**config.mk**
```make
export PLATFORM = sky130hd
export DESIGN_NAME = acpd_horner_step
export DESIGN_NICKNAME = d
export VERILOG_FILES = /design/src/hw/rtl/acpd_pkg.sv /design/src/hw/rtl/acpd_horner_step.sv
export SDC_FILE = /design/constraint.sdc
export NUM_CORES = 2
export LEC_CHECK = 0
export BUFFER_PORTS_ARGS = -buffer_cell sky130_fd_sc_hd__buf_2
export CAP_MARGIN = 10
export CELL_PAD_IN_SITES_DETAIL_PLACEMENT = 2
export CELL_PAD_IN_SITES_GLOBAL_PLACEMENT = 2
export CORE_UTILIZATION = 41
export CTS_BUF_LIST = sky130_fd_sc_hd__clkbuf_16
export DETAILED_ROUTE_END_ITERATION = 10
export GPL_ROUTABILITY_DRIVEN = 0
export HOLD_SLACK_MARGIN = 0.03
export PLACE_DENSITY_LB_ADDON = 0.1
export SLEW_MARGIN = 0
export SYNTH_ARGS = -nofsm -noshare
export SYNTH_HDL_FRONTEND = slang
export SYNTH_SLANG_ARGS = --single-unit
```
**constraint.sdc**
```tcl
create_clock -name clk_i -period 4.05 [get_ports clk_i]
set_input_delay 0.81 -clock clk_i [delete_from_list [all_inputs] [get_ports clk_i]]
set_output_delay 0.81 -clock clk_i [all_outputs]
set_load 0.01 [all_outputs]
```
**src/hw/rtl/acpd_pkg.sv**
```systemverilog
// Shared constants and types for the ADC polynomial calibration and divider block.
package acpd_pkg;

  // Field and register widths
  localparam int COEF_W    = 48;
  localparam int ACC_W     = 51;
  localparam int CNT_W     = 24;
  localparam int RES_W     = 20;
  localparam int OHM_W     = 32;
  localparam int NUM_COEFS = 7;
  localparam int CFG_IDX_W = 3;
  localparam int FRAC_W    = 16;

  // Default parameter values
  localparam int ADC_BITS_DEF       = 12;
  localparam int ADC_FULL_SCALE_DEF = 4095;

  // Divider widths: |cal * R| < 2^43, |full scale - cal| < 2^24
  localparam int PROD_W   = CNT_W + RES_W + 1;
  localparam int DEN_W    = CNT_W + 2;
  localparam int DIV_N_W  = 43;
  localparam int DIV_D_W  = 24;

  // Register indexes
  localparam logic [CFG_IDX_W-1:0] CFG_COEF_DEG6 = 3'd0;
  localparam logic [CFG_IDX_W-1:0] CFG_DIV_RES   = 3'd7;

  // Reset values
  localparam logic signed [COEF_W-1:0] COEF_DEG1_RST = 48'sd268435456;
  localparam logic [RES_W-1:0]         DIV_RES_RST   = 20'd10000;

  // Data carried through the divider pipeline
  typedef struct packed {
    logic [DIV_D_W:0]          rem;
    logic [DIV_N_W-1:0]        work;
    logic [DIV_D_W-1:0]        dvs;
    logic                      neg;
    logic                      derr;
    logic                      sat;
    logic signed [CNT_W-1:0]   cal;
  } div_data_t;

endpackage

```
**src/hw/rtl/acpd_horner_step.sv**
```systemverilog
// One Horner step: multiply stage, then floor shift, coefficient add and clamp stage.
module acpd_horner_step #(
  parameter int ADC_BITS = acpd_pkg::ADC_BITS_DEF
) (
  input  logic                              clk_i,
  input  logic                              rst_ni,
  input  logic                              valid_i,
  output logic                              ready_o,
  input  logic signed [acpd_pkg::ACC_W-1:0] acc_i,
  input  logic [ADC_BITS-1:0]               sample_i,
  input  logic                              sat_i,
  input  logic signed [acpd_pkg::COEF_W-1:0] coef_i,
  output logic                              valid_o,
  input  logic                              ready_i,
  output logic signed [acpd_pkg::ACC_W-1:0] acc_o,
  output logic [ADC_BITS-1:0]               sample_o,
  output logic                              sat_o
);
  localparam int AW = acpd_pkg::ACC_W;
  localparam int PW = AW + ADC_BITS + 1;

  logic                 mul_v_q, add_v_q;
  logic signed [PW-1:0] prod_d, prod_q;
  logic [ADC_BITS-1:0]  mul_s_q, add_s_q;
  logic                 mul_sat_q, add_sat_q;
  logic signed [AW-1:0] acc_d, acc_q;
  logic                 sat_d;
  logic                 mul_rdy, add_rdy;
  logic signed [PW-1:0] shifted;
  logic signed [AW:0]   sum;

  assign add_rdy = !add_v_q || ready_i;
  assign mul_rdy = !mul_v_q || add_rdy;
  assign ready_o = mul_rdy;

  // acc times sample
  assign prod_d = PW'(acc_i) * $signed({1'b0, sample_i});

  // floor divide by 2^ADC_BITS, add coefficient, clamp to accumulator range
  always_comb begin
    shifted = prod_q >>> ADC_BITS;
    sum     = shifted[AW:0] + {{(AW+1-acpd_pkg::COEF_W){coef_i[acpd_pkg::COEF_W-1]}}, coef_i};
    acc_d   = sum[AW-1:0];
    sat_d   = mul_sat_q;
    if (sum[AW] != sum[AW-1]) begin
      sat_d = 1'b1;
      acc_d = sum[AW] ? {1'b1, {(AW-1){1'b0}}} : {1'b0, {(AW-1){1'b1}}};
    end
  end

  always_ff @(posedge clk_i or negedge rst_ni) begin
    if (!rst_ni) begin
      mul_v_q <= 1'b0;
      add_v_q <= 1'b0;
    end else begin
      if (mul_rdy) mul_v_q <= valid_i;
      if (add_rdy) add_v_q <= mul_v_q;
    end
  end

  always_ff @(posedge clk_i) begin
    if (mul_rdy && valid_i) begin
      prod_q    <= prod_d;
      mul_s_q   <= sample_i;
      mul_sat_q <= sat_i;
    end
    if (add_rdy && mul_v_q) begin
      acc_q     <= acc_d;
      add_s_q   <= mul_s_q;
      add_sat_q <= sat_d;
    end
  end

  assign valid_o  = add_v_q;
  assign acc_o    = acc_q;
  assign sample_o = add_s_q;
  assign sat_o    = add_sat_q;
endmodule

```
==> Yosys cells after proc, flatten, opt, wreduce, memory -nomap -nowiden <==
Index checks and enable logic that the tools add are counted.
{ "totals": {"reg_bits": 143, "inputBits": 116, "output_inout_bits": 66, "word_cells": 19} }
{ "op_classes": {"n_addsub": 1, "mul": 1, "n_eq_ne": 1, "muxes": 2, "n_reduce_logical": 6} }
{ "op_table": {"columns": ["operator", "count"], "rows": [
  ["$mux W51", 2],
  ["$mul A51 B13 Y64", 1],
  ["$add A52 B52 Y52", 1],
  ["$logic_and A1 B1 Y1", 2],
  ["$logic_not A1 Y1", 2],
  ["$logic_or A1 B1 Y1", 2],
  ["$ne A1 B1 Y1", 1]
]} }

==> Logic depth before layout (Yosys ltp) <==
{ "depth": {"word_depth": 4, "depth_mapped": 24, "mapped_depth_nobuf": 21} }

==> Least setup slack after synthesis <==
No wires, ideal clock.
{ "synth_timing": {"path_type": "input port to flip-flop", "start": "input sample_i[4]", "end": "register prod_q[56], data pin", "setup_ns": 0.269, "arrival_time_ns": 6.098, "required_time_ns": 3.781, "setup_slack_ns": -2.317, "cell_stages": 21, "n_path_buf": 2, "path_cell_list": "clkbuf_1 clkbuf_1 nand2_1 fa_1 fa_1 inv_1 fa_1 fa_1 inv_1 fa_1 inv_1 ha_1 a21o_1 a21o_1 a21oi_1 nand2b_1 o32ai_1 o311ai_4 a311oi_2 o21ai_1 xor2_1"} }
{ "synth_via": {"elab_chain_len": 1} }
{ "synth_lines": {"columns": ["element", "line", "rtl"], "rows": [
  ["from (decl)", "acpd_horner_step.sv:10", "input logic [ADC_BITS-1:0] sample_i,"],
  ["$mul A51 B13 Y64", "acpd_horner_step.sv:37", "assign prod_d = PW'(acc_i) * $signed({1'b0, sample_i});"],
  ["named net prod_d[56]", "acpd_horner_step.sv:23", "logic signed [PW-1:0] prod_d, prod_q;"],
  ["to (signal assigned)", "acpd_horner_step.sv:63", "prod_q <= prod_d;"],
  ["to (decl)", "acpd_horner_step.sv:23", null]
]} }
The timed path passes the listed nets, and every way through them passes these cells.
A chain may end at the register's enable or synchronous reset.

==> Worst setup path after layout <==
{ "layout_timing": {"start": "input sample_i[6]", "end": "register prod_q[62], data pin"} }
Same word-level chain as after synthesis.

==> results.yml <==
sta:
  final-setup-viol-count: 63
  worst_pin_slew_ns: 1.31
  relSlewSlack_pct: 12.9
  finClkSkew_ns: 0.0259
  max_freq_ghz: 0.138
  finalHoldViolCount: 0
  timing.final.crit_share_pct: 179
  tns_ns: -135.17
  maxSlewViolCount: 0
  final.min_clock_period_ns: 7.27
  rsz0062_at_grt: "true"
  setup_ws_ns: -3.22
critical_path:
  crit_arrival_ns: 7.52
  cp.required_ns: 4.30
  r2r-end: "acc_o[49]$_DFFE_PP_"
  reg2regPathDepth: 10
  critical_path.endpoint_type: "register"
  r2r-start: "prod_q[28]$_DFFE_PP_"
  critPathKind: "in2reg"
  endpoint: "prod_q[62]$_DFFE_PP_"
  crit_start: "sample_i[6]"
  cp_max_fo: 7
  critPathLaunchType: "primary input"
  ff2ff_setup_slack_ns: -0.11
synth:
  synthDominantCellAreaShare_pct: 37.5
  synth.distinct_cells: 73
  async_reset_ff_share_pct: 1.53
  synth_ff_type: "edfxtp_1"
  synth-compound-area-share_pct: 10.2
  synth_enable_flop_cells: 129
  yosysWarnings: 0
  synth.area.top_cells: "fa_1, edfxtp_1, inv_1"
  synth_top_family_by_area: "adder cells"
  ys_ff_latch: 131
  synthMuxAreaShare_pct: 0.0355
  yosys.area_share.simple_pct: 15.6
  yosysSeqAreaShare_pct: 13.9
  synthXorXnorAreaFrac_pct: 3.17
  synth_area_leader_cell: "fa_1"
  syn-num-nets: 3918
  synthAdderAreaFrac_pct: 45.7
  synth_cells: 3090
  syn-cell-area_sq_um: 28200
  syn_area_per_cell_sq_um: 9.13
cells_and_area:
  drive_above_1_share_pct: 31.1
  area_delta_synth_final_pct: 32.1
  final_cell_mix: "inv_1, fa_1, buf_4"
  mostFrequentLayoutCell: "inv_1"
  nNetsFinal: 4482
floorplanning:
  core_sq_um: 67600
  die_h_um: 264
  fp.dieArea_sq_um: 69900
  start_util_pct: 41.7
  die_w_um: 264
  ios: 182
  fp-row-count: 95
clock_network:
  cts_tree: "done"
  cts_root_buf: "clkbuf_16"
  insertion_delay_ns: 0.51
  cts_num_sinks: 131
  cts_max_level: 4
  clk_pin_slew_worst_paths_ns: 0.08
  numCtsBuffers: 17
  clock_path_buffers: 2
  postCtsHoldBufs: 0
drt:
  drt-total-wl_mm: 197
  drtIter0Drc: 3514
  drc: 0
  dr_total_vias: 30627
  drtAntennaViolNets: 0
  firstDrtPassIters: 5
  post_drt_wl_per_cell_um: 43.4
  via_per_inst: 6.74
run_status:
  status: "finished with violations"
  violations: "negative setup slack"
global_route:
  grt_util_all_layers_pct: 49.6
  grt_first_pass_wirelength_mm: 247
  antenna_found_initial: 13
  grt_max_degree: 66
  grt_overflow_total: 0
  grt_pass1_vias: 33464
place:
  preCtsSetupSlack_ns: -3.19
  hpwl_mm: 100
  port_buffers: 181
min_path:
  hold_path_class: "in2async"
run:
  maxCapViolations: 0
==> state kept, by name, summed over array words and instances, names as in the netlist <==
name,flops
sample_o,12
valid_o,1
acc_o,51
sat_o,1
mul_v_q,1
mul_s_q,12
prod_q,52
mul_sat_q,1
==> worst max-delay path, cell delays in order <==
cell       delay [ns]
buf_12           0.16
buf_12           0.19
buf_4            0.14
nand2_1          0.07
fa_1             0.53
fa_1             0.58
inv_1            0.08
fa_1             0.50
fa_1             0.51
inv_1            0.11
fa_1             0.75
inv_2            0.13
ha_4             0.31
nand4_1          0.26
nor4_4           0.31
o211ai_1         0.34
a21oi_4          0.31
nor2_4           0.07
a2111oi_4        0.55
buf_4            0.22
or2_4            0.21
a41oi_2          0.17
xnor2_1          0.17
==> cell usage after synthesis (3+ instances only) <==
master and count:
inv_1 670, fa_1 528, nand2_1 378, and2_1 325
ha_1 184, clkbuf_1 140, edfxtp_1 129, a21oi_1 124
o21ai_0 79, a21o_1 68, xnor2_1 60, nor2_1 52
xor2_1 42, a21oi_2 34, nand4_1 25, nand3_1 24
o211ai_1 17, o21bai_1 17, nor3_1 16, and3_1 14
o21a_1 14, o21ai_1 11, a211oi_1 10, a31oi_1 9
nand2b_1 9, or2_2 9, buf_2 6, nor2b_1 6
or3_1 6, a211o_1 5, a41oi_1 5, o31ai_1 5
nand3b_1 4, a2111oi_2 3, a311oi_1 3, buf_12 3
buf_4 3, buf_6 3, maj3_1 3, o41ai_1 3
==> layer usage <==
layer  global-route usage, %  up-vias  share of wire, %
met4                    42.8        8                13
met2                    81.9     3057                44
met3                    11.9     1581                11
li1                        -    10649                 -
met1                    53.5    15332                32
met5                       0        -             0.024
==> what timing repair did <==
action / CTS / global route
resized for setup: 352 / 155
endpoints found under the setup margin: 52 / 56
cloned: 8 / 1
buffers inserted: 69 / 30
pin swaps: 142 / 118
==> per-stage QoR <==
stage               std cells  utilization [%]  hold WS, ns  instance area [sq um]
finish                   4546             55.1       0.0819                  37300
CTS                      4516             53.9        0.113                  36400
floorplan                3090                -        0.400                  28900
global placement         4421             49.6        0.403                  33600
detailed placement       4421             49.6        0.410                  33600
global route             4543             55.1       0.0961                  37300
==> kinds of logic after synthesis <==
kind of cell | after synthesis
adders and majority gates | 715
and+or+nand+nor | 878
buffers and inverters | 828
DFF | 131
muxes | 1
AOI/OAI and AO/OA | 435
xor gates and xnor gates | 102
==> worst min-delay path by stage <==
stage,cells past startpoint,to
2_1_floorplan,0,sample_o[0]$_DFFE_PP_
3_3_place_gp,0,sample_o[4]$_DFFE_PP_
3_5_place_dp,0,sample_o[5]$_DFFE_PP_
4_1_cts,1,mul_v_q$_DFFE_PN0N_
5_1_grt,1,mul_v_q$_DFFE_PN0N_
6_report,1,mul_v_q$_DFFE_PN0N_
==> final cells by class <==
cell class              instances  area [sq um]
repair buffers                703          5890
multi-input cells            2131         23200
flip-flops and latches        131          3920
clock buffers                  17           425
diodes                          6          15.0
clock inverters                15           170
inverters                     670          2510
well taps                     873          1090
fillers                      6976         30400
Power is not shown: default switching activity piles up to over one toggle a cycle in this logic, so the estimate is an artifact.
