## src/hw/rtl/acpd_pkg.sv

```systemverilog
// Shared constants and types for the ADC polynomial calibration and divider block.
package acpd_pkg;

  // Field and register widths
  localparam int COEF_W    = 48;
  localparam int ACC_W     = 51;
  localparam int CNT_W     = 24;
  localparam int RES_W     = 20;
  localparam int OHM_W     = 32;
  localparam int NUM_COEFS = 7;
  localparam int CFG_IDX_W = 3;
  localparam int FRAC_W    = 16;

  // Default parameter values
  localparam int ADC_BITS_DEF       = 12;
  localparam int ADC_FULL_SCALE_DEF = 4095;

  // Divider widths: |cal * R| < 2^43, |full scale - cal| < 2^24
  localparam int PROD_W   = CNT_W + RES_W + 1;
  localparam int DEN_W    = CNT_W + 2;
  localparam int DIV_N_W  = 43;
  localparam int DIV_D_W  = 24;

  // Register indexes
  localparam logic [CFG_IDX_W-1:0] CFG_COEF_DEG6 = 3'd0;
  localparam logic [CFG_IDX_W-1:0] CFG_DIV_RES   = 3'd7;

  // Reset values
  localparam logic signed [COEF_W-1:0] COEF_DEG1_RST = 48'sd268435456;
  localparam logic [RES_W-1:0]         DIV_RES_RST   = 20'd10000;

  // Data carried through the divider pipeline
  typedef struct packed {
    logic [DIV_D_W:0]          rem;
    logic [DIV_N_W-1:0]        work;
    logic [DIV_D_W-1:0]        dvs;
    logic                      neg;
    logic                      derr;
    logic                      sat;
    logic signed [CNT_W-1:0]   cal;
  } div_data_t;

endpackage

```

## src/hw/rtl/acpd_div_step.sv

```systemverilog
// One restoring-division stage: produces one quotient bit per register stage.
module acpd_div_step (
  input  logic                clk_i,
  input  logic                rst_ni,
  input  logic                valid_i,
  output logic                ready_o,
  input  acpd_pkg::div_data_t data_i,
  output logic                valid_o,
  input  logic                ready_i,
  output acpd_pkg::div_data_t data_o
);
  localparam int DW = acpd_pkg::DIV_D_W;
  localparam int NW = acpd_pkg::DIV_N_W;

  logic                v_q;
  acpd_pkg::div_data_t dat_d, dat_q;
  logic [DW:0]         trial;
  logic                qbit;

  assign ready_o = !v_q || ready_i;

  // shift in next dividend bit, subtract divisor when it fits
  always_comb begin
    dat_d = data_i;
    trial = {data_i.rem[DW-1:0], data_i.work[NW-1]};
    qbit  = (trial >= {1'b0, data_i.dvs});
    dat_d.rem  = qbit ? (trial - {1'b0, data_i.dvs}) : trial;
    dat_d.work = {data_i.work[NW-2:0], qbit};
  end

  always_ff @(posedge clk_i or negedge rst_ni) begin
    if (!rst_ni) begin
      v_q <= 1'b0;
    end else if (ready_o) begin
      v_q <= valid_i;
    end
  end

  always_ff @(posedge clk_i) begin
    if (ready_o && valid_i) dat_q <= dat_d;
  end

  assign valid_o = v_q;
  assign data_o  = dat_q;
endmodule

```

## config.mk

```make
export PLATFORM = sky130hd
export DESIGN_NAME = acpd_div_step
export DESIGN_NICKNAME = d
export VERILOG_FILES = /design/src/hw/rtl/acpd_pkg.sv /design/src/hw/rtl/acpd_div_step.sv
export SDC_FILE = /design/constraint.sdc
export NUM_CORES = 1
export LEC_CHECK = 0
export ABC_AREA = 0
export BUFFER_PORTS_ARGS = -buffer_cell sky130_fd_sc_hd__buf_2
export CAP_MARGIN = 5
export CELL_PAD_IN_SITES_DETAIL_PLACEMENT = 1
export CELL_PAD_IN_SITES_GLOBAL_PLACEMENT = 1
export CORE_MARGIN = 2
export CORE_UTILIZATION = 34
export CTS_BUF_LIST = sky130_fd_sc_hd__clkbuf_2 sky130_fd_sc_hd__clkbuf_4 sky130_fd_sc_hd__clkbuf_8
export CTS_CLUSTER_SIZE = 8
export DETAILED_ROUTE_END_ITERATION = 12
export PLACE_DENSITY_LB_ADDON = 0.08
export SLEW_MARGIN = 20
export SYNTH_ARGS = -nofsm -noshare
export SYNTH_HDL_FRONTEND = slang
export SYNTH_SLANG_ARGS = --single-unit
```

## constraint.sdc

```tcl
create_clock -name clk_i -period 4.09 [get_ports clk_i]
set_clock_uncertainty 0.15 [all_clocks]
set_input_delay 0.6135 -clock clk_i [delete_from_list [all_inputs] [get_ports clk_i]]
set_output_delay 0.6135 -clock clk_i [all_outputs]
set_load 0.01 [all_outputs]
```

==> Word level (Yosys, flattened, before mapping) <==
Index checks and enable logic that the tools add are counted.
{ "totals": {"input_bits": 123, "latchBits": 0, "n_memories": 0, "register_bits": 120, "ram_bits": 0, "romBits": 0, "elab_cells": 14, "out_inout_bits": 121} }
{ "classes": {"bitwise_logic": 0, "reduce_logical": 3, "div": 0, "n_eq_ne": 0, "multipliers": 0, "addsub": 1, "shifts": 0, "magnitude_cmp": 1, "mux": 1} }
{ "ops": {"columns": ["operator", "count"], "rows": [
  ["$ge 25x24->1", 1],
  ["$mux 25", 1],
  ["$sub 25x24->25", 1],
  ["$logic_and 1x1->1", 1],
  ["$logic_not 1->1", 1],
  ["$logic_or 1x1->1", 1]
]} }

==> Logic depth before layout (Yosys ltp) <==
Gate-level depths: netlist of run 1.
{ "depth": {"ltp_word": 3, "depth_mapped": 11, "depth_no_buf": 10} }

==> Least setup slack after synthesis of run 1 <==
OpenSTA, ideal clock, no wires.
{ "synth_timing": {"kind": "input to register", "startpoint": "in ready_i", "endpoint": "reg dat_q (netlist bit data_o[0]) (enable)", "setup_slack_ps": -123, "t_required_ps": 3448, "setup_time_ps": 492, "path_stages": 2, "path_buffers": 0, "arrival_ps": 3571, "path_cell_list": "nand2b_1 -> and2_1"} }
{ "synth_between": {"elab_chain_len": 2} }
{ "synth_lines": {"columns": ["item", "line", "text"], "rows": [
  ["from (decl)", "acpd_div_step.sv:9", "input logic ready_i,"],
  ["$logic_or 1x1->1", "acpd_div_step.sv:20", "assign ready_o = !v_q || ready_i;"],
  ["$logic_and 1x1->1", "acpd_div_step.sv:40", "if (ready_o && valid_i) dat_q <= dat_d;"],
  ["to (signal assigned)", "acpd_div_step.sv:40", null],
  ["to (decl)", "acpd_div_step.sv:16", "acpd_pkg::div_data_t dat_d, dat_q;"]
]} }
Every way passes these cells.
A chain may end at the register's enable or synchronous reset.

==> impl_metrics.env, run 1 <==
export IMPL_ant_nets=0
export IMPL_h_tree_depth=4
export IMPL_synth_seq_cells=120
export IMPL_via_per_inst=4.72
export IMPL_cts_sink_count=120
export IMPL_fillCellCount=1788
export IMPL_finalMaxSlewViolations=0
export IMPL_r2r_slack_ns=2.03
export IMPL_start_kind="input pin"
export IMPL_drive_gt1_share_pct=48.2
export IMPL_core_area_sq_um=15900
export IMPL_syn_instance_count=377
export IMPL_remaining_drc_errors=0
export IMPL_setup_viol=0
export IMPL_synth_top_area_share_pct=64.8
export IMPL_outcome="finished, final reports clean"
export IMPL_critPathArrivalTime_ns=3.55
export IMPL_fp_dieW_microns=131
export IMPL_ys_flop_type="edfxtp_1"
export IMPL_grt_pass1_vias=4386
export IMPL_wire_per_inst_microns=18.0
export IMPL_required_ns=4.11
export IMPL_setup_tns_ns=0
export IMPL_gp_congestion=0.789
export IMPL_synthTopCellsByArea="edfxtp_1 65%, ha_1 5.4%, mux2_4 3.8%, xnor2_1 2.4%, inv_1 2.1%"
export IMPL_drtIter0Drc=183
export IMPL_layout_commonest_cell="buf_2"
export IMPL_final_core_util_pct=46.9
export IMPL_final_hold_violation_count=0
export IMPL_async_reset_ff_share_pct=0.833
export IMPL_place_port_buffers=242
export IMPL_numCtsBuffers=17
export IMPL_final_cell_mix="242 x buf_2, 119 x edfxtp_1, 31 x inv_1"
export IMPL_critPathKind="in2reg"
export IMPL_cp_end_kind="flip-flop"
export IMPL_yosysTopAreaCell="edfxtp_1"
export IMPL_rsz0062_at_grt="false"
export IMPL_min_delay_path_depth=1
export IMPL_crit_fanout=16
export IMPL_finalCriticalPeriod_ns=3.53
export IMPL_r2r_end="data_o[87]"
export IMPL_synth_avg_cell_area_sq_um=14.6
export IMPL_root_buffer="clkbuf_8"
export IMPL_design_die_area_sq_um=17300
export IMPL_io_pins=244
export IMPL_maxCapViolCount=0
export IMPL_row_count=46
export IMPL_worstRegToRegCells=3
export IMPL_grt_pass1_wl_microns=24900
export IMPL_min_delay_start="data_i[16]"
export IMPL_clkTransAtPathRegs_ns=0.08
export IMPL_drt_pass1_iter_count=4
export IMPL_max_slew_margin_rel_pct=40.0
export IMPL_powerDensity_nw_per_um2=422
export IMPL_yosysSeqAreaShare_pct=65.2
export IMPL_r2r_start="valid_o"
export IMPL_final_net_count=788
export IMPL_synth_nets=525
export IMPL_areaGrowthSynthToFinish_pct=35.1
export IMPL_grt_max_degree=67
export IMPL_finalCritPeriodShare_pct=86.3
export IMPL_hold_path_end="data_o[16]"
export IMPL_min_path_type="in2reg"
export IMPL_antenna_found_initial=3
export IMPL_synth_edff_count=119
export IMPL_finalWirelength_microns=15700
export IMPL_post_cts_buffers=0
export IMPL_die_y_microns=131
export IMPL_cts_tree="done"
export IMPL_p_leak_nw=3.29
export IMPL_dpl_hpwl_microns=12100
export IMPL_fmax_mhz=283
export IMPL_clk_latency_ns=0.42
export IMPL_vdd_drop_max_mv=0.161
export IMPL_initial_core_util_pct=34.7
export IMPL_grt_overflow=0
export IMPL_clock_path_buffers=2
export IMPL_grt_usage_pct=18.6
export IMPL_synth_cell_area_sq_um=5520
export IMPL_ys_warn_count=0
export IMPL_synth_cell_type_count=60
export IMPL_num_vias=4113
export IMPL_worst_pin_slew_ns=0.901
[kinds of logic (layout without fill, tap and decap cells)]
| family | after synthesis | in the layout | synth area share (%) |
|---|---|---|---|
| XOR/XNOR | 20 | 20 | 3.18 |
| adder cells (fa/ha/maj) | 25 | 25 | 5.81 |
| other | 0 | 3 | 0 |
| AND/OR/NAND/NOR | 80 | 80 | 7.62 |
| AO/OA/AOI/OAI | 69 | 69 | 9.28 |
| buffers and inverters | 39 | 315 | 3.13 |
| flip-flops | 120 | 120 | 65.2 |
| multiplexers | 24 | 24 | 5.76 |
[layer usage]
metal	up-vias	global-route usage, %	wire length [microns]
met5	-	0	27
met4	4	6.82	265
met3	21	5.94	1040
met2	154	31.6	7870
met1	1978	22.3	6470
li1	1956	-	-
[how the worst max path moves through the flow]
stage | startpoint | to | cells past startpoint
final | data_i[45] | data_o[96] | 11
after global routing | data_i[45] | data_o[96] | 11
after detailed placement | data_i[45] | data_o[96] | 11
after global placement | data_i[45] | data_o[100] | 11
after CTS | data_i[45] | data_o[96] | 11
after floorplan | data_i[43] | data_o[102] | 10
[state kept, by name, indices dropped and copies added, names as in the netlist]
signal,cells
valid_o,1
data_o,119
[metrics by stage]
step	power, mW	cells	setup WS, ns	cell area, sq um	hold WS, ns
after global placement	2.08	836	0.127	7040	0.239
after CTS	3.19	869	0.516	7450	0.172
after global routing	3.30	870	0.364	7450	0.172
after detailed placement	2.09	836	0.0517	7040	0.239
after floorplan	1.86	377	0.822	5520	0.168
final	3.15	872	0.562	7450	0.208
[report_power, final]
part           internal, mW  switching (mW)
Sequential             1.46          0.0190
Clock                 0.555           0.532
Combinational         0.270           0.311
Total                  2.28           0.862
[critical path, stage by stage]
cell and delay [ns]:
buf_2 0.09, inv_1 0.04, ha_1 0.41, and4_1 0.26
and3_1 0.24, or4b_1 0.50, nor4_1 0.36, nor4_1 0.15
o31ai_4 0.25, buf_12 0.26, mux2_2 0.36
[repair_timing]
| item | in CTS | in global routing |
|---|---|---|
| hold buffers | 1 | 0 |
| resized for setup | 0 | 0 |
| endpoints found under the hold margin | 1 | 0 |
[synth_stat cells (3+ instances only)]
master / number
a21oi_1: 14
nor3_1: 7
xor2_1: 5
nor4_1: 3
a31oi_1: 3
a21o_1: 8
o21a_1: 5
and4_1: 4
buf_6: 3
ha_1: 24
nand2_1: 16
edfxtp_1: 119
nand3_1: 7
o31ai_1: 4
nand4_1: 3
nor2b_1: 5
and3_1: 4
xnor2_1: 15
nor2_1: 18
mux2i_1: 4
inv_1: 31
mux2_4: 14
mux2_2: 6
o21ai_0: 10
[final cells by class]
type / instances / area (sq um) / area share (%)
Multi-Input combinational cell: 218 / 1750 / 23.4
Tap cell: 216 / 270 / 3.63
Clock buffer: 17 / 234 / 3.14
Clock inverter: 15 / 166 / 2.23
Sequential cell: 120 / 3600 / 48.3
Timing Repair Buffer: 252 / 1310 / 17.6
Antenna cell: 3 / 7.51 / 0.101
Inverter: 31 / 116 / 1.56
(Power assumes the default switching activity.)
==> inputs of run 2 (changes only) <==
Settings changed: RECOVER_POWER set to 25.
==> run 2 against run 1 <==
Effect of this change:
- combinational power is essentially flat
- sequential share of layout area grew 0.13 points
- fmax down 0.55%
- largest cell class unchanged
==> impl_metrics.env, run 2 (synthesis results as in run 1) <==
export IMPL_finalCriticalPeriod_ns=3.55
export IMPL_drive_gt1_share_pct=46.4
export IMPL_row_count=46
export IMPL_grt_pass1_vias=4386
export IMPL_final_net_count=788
export IMPL_dpl_hpwl_microns=12100
export IMPL_r2r_start="valid_o"
export IMPL_wire_per_inst_microns=18.0
export IMPL_remaining_drc_errors=0
export IMPL_setup_tns_ns=0
export IMPL_cp_common_cell="nor4_1"
export IMPL_place_port_buffers=242
export IMPL_cp_end_kind="flip-flop"
export IMPL_ant_nets=0
export IMPL_fp_dieW_microns=131
export IMPL_setup_viol=0
export IMPL_grt_max_degree=67
export IMPL_crit_fanout=16
export IMPL_initial_core_util_pct=34.7
export IMPL_required_ns=4.11
export IMPL_rsz0062_at_grt="false"
export IMPL_p_leak_nw=3.25
export IMPL_io_pins=244
export IMPL_finalCritPeriodShare_pct=86.7
export IMPL_stdcell_area_sq_um=7430
export IMPL_cts_hold_buf=1
export IMPL_finalMaxSlewViolations=0
export IMPL_grt_pass1_wl_microns=24900
export IMPL_powerDensity_nw_per_um2=423
export IMPL_final_core_util_pct=46.8
export IMPL_fmax_mhz=282
export IMPL_clkTransAtPathRegs_ns=0.08
export IMPL_critPathArrivalTime_ns=3.57
export IMPL_antenna_found_initial=3
export IMPL_grt_usage_pct=18.6
export IMPL_critPathSlowestCell="or4b_1"
export IMPL_finalWirelength_microns=15600
export IMPL_cts_tree="done"
export IMPL_design_die_area_sq_um=17300
export IMPL_root_buffer="clkbuf_8"
export IMPL_h_tree_depth=4
export IMPL_final_hold_violation_count=0
export IMPL_start_kind="input pin"
export IMPL_gp_congestion=0.789
export IMPL_outcome="finished, final reports clean"
export IMPL_worst_pin_slew_ns=0.897
export IMPL_final_cell_mix="230 x buf_2, 119 x edfxtp_1, 31 x inv_1"
export IMPL_clock_path_buffers=2
export IMPL_cp_num_buf_inv=3
export IMPL_grt_overflow=0
export IMPL_num_vias=4089
export IMPL_max_slew_margin_rel_pct=40.2
export IMPL_dp_slack_ns=0.0517
export IMPL_maxCapViolCount=0
export IMPL_min_path_type="in2reg"
export IMPL_min_delay_start="data_i[87]"
export IMPL_areaGrowthSynthToFinish_pct=34.8
export IMPL_post_cts_buffers=0
export IMPL_worst_slack_ns=0.542
export IMPL_vdd_drop_max_mv=0.161
export IMPL_startpoint="data_i[45]"
export IMPL_core_area_sq_um=15900
export IMPL_slowest_delay_ns=0.50
export IMPL_layout_commonest_cell="buf_2"
export IMPL_critPathKind="in2reg"
export IMPL_die_y_microns=131
export IMPL_drt_pass1_iter_count=4
export IMPL_via_per_inst=4.70
export IMPL_numCtsBuffers=17
export IMPL_drtIter0Drc=184
export IMPL_cts_resized=0
export IMPL_cp_cell_sequence="clkbuf_1 > inv_1 > ha_1 > and4_1 > and3_1 > or4b_1 > nor4_1 > nor4_1 > o31ai_4 > buf_12 > mux2_2"
export IMPL_clk_latency_ns=0.42
export IMPL_placed_area_sq_um=7040
export IMPL_cts_sink_count=120
export IMPL_cp_top_family="simple AND/OR/NAND/NOR gates"
export IMPL_largest_register_ffs=119
run 2: cell count changes in the layout (fill, tap and decap cells not counted), sizes merged:
| cell | previous run | this run |
|---|---|---|
| clkbuf | 17 | 29 |
| buf | 251 | 239 |
| diode | 3 | 1 |
run 2: final cells by class:
cell class	instances	area [sq um]
antenna	1	2.50
clock buffer	17	234
clock inverter	15	166
fill	1789	8450
inverter	31	116
multi-input combinational	218	1750
sequential	120	3600
tap	216	270
timing repair buffer	252	1300
run 2: where the power goes:
group	switching (mW)	leakage, nW	internal, mW
Clock	0.533	0.200	0.555
Sequential	0.0189	1.14	1.46
Combinational	0.311	1.91	0.269
Total	0.863	3.25	2.28
run 2: path summary, 6_finish.rpt:
check / depth (start not counted) / endpoint / slack [ns]
min in group asynchronous: 2 / valid_o / 0.34
max reg2reg: 3 / data_o[87] / 2.03
max: 11 / data_o[96] / 0.54
min: 1 / data_o[88] / 0.21
min reg2reg: 2 / valid_o / 0.41
max in group asynchronous: 2 / valid_o / 3.36
run 2: stage by stage:
stage                     hold slack [ns]  instances  power, mW
final                               0.206        870       3.15
after global routing                0.172        870       3.30
after CTS                           0.172        869       3.19
after detailed placement            0.239        836       2.09
after global placement              0.239        836       2.08
after floorplan                     0.168        377       1.86
run 2: per-layer routing:
layer	track usage, %	vias up	wire length (microns)
met5	0	-	27
met2	31.6	150	7860
li1	-	1954	-
met1	22.3	1960	6440
met3	5.94	21	1040
met4	6.82	4	265
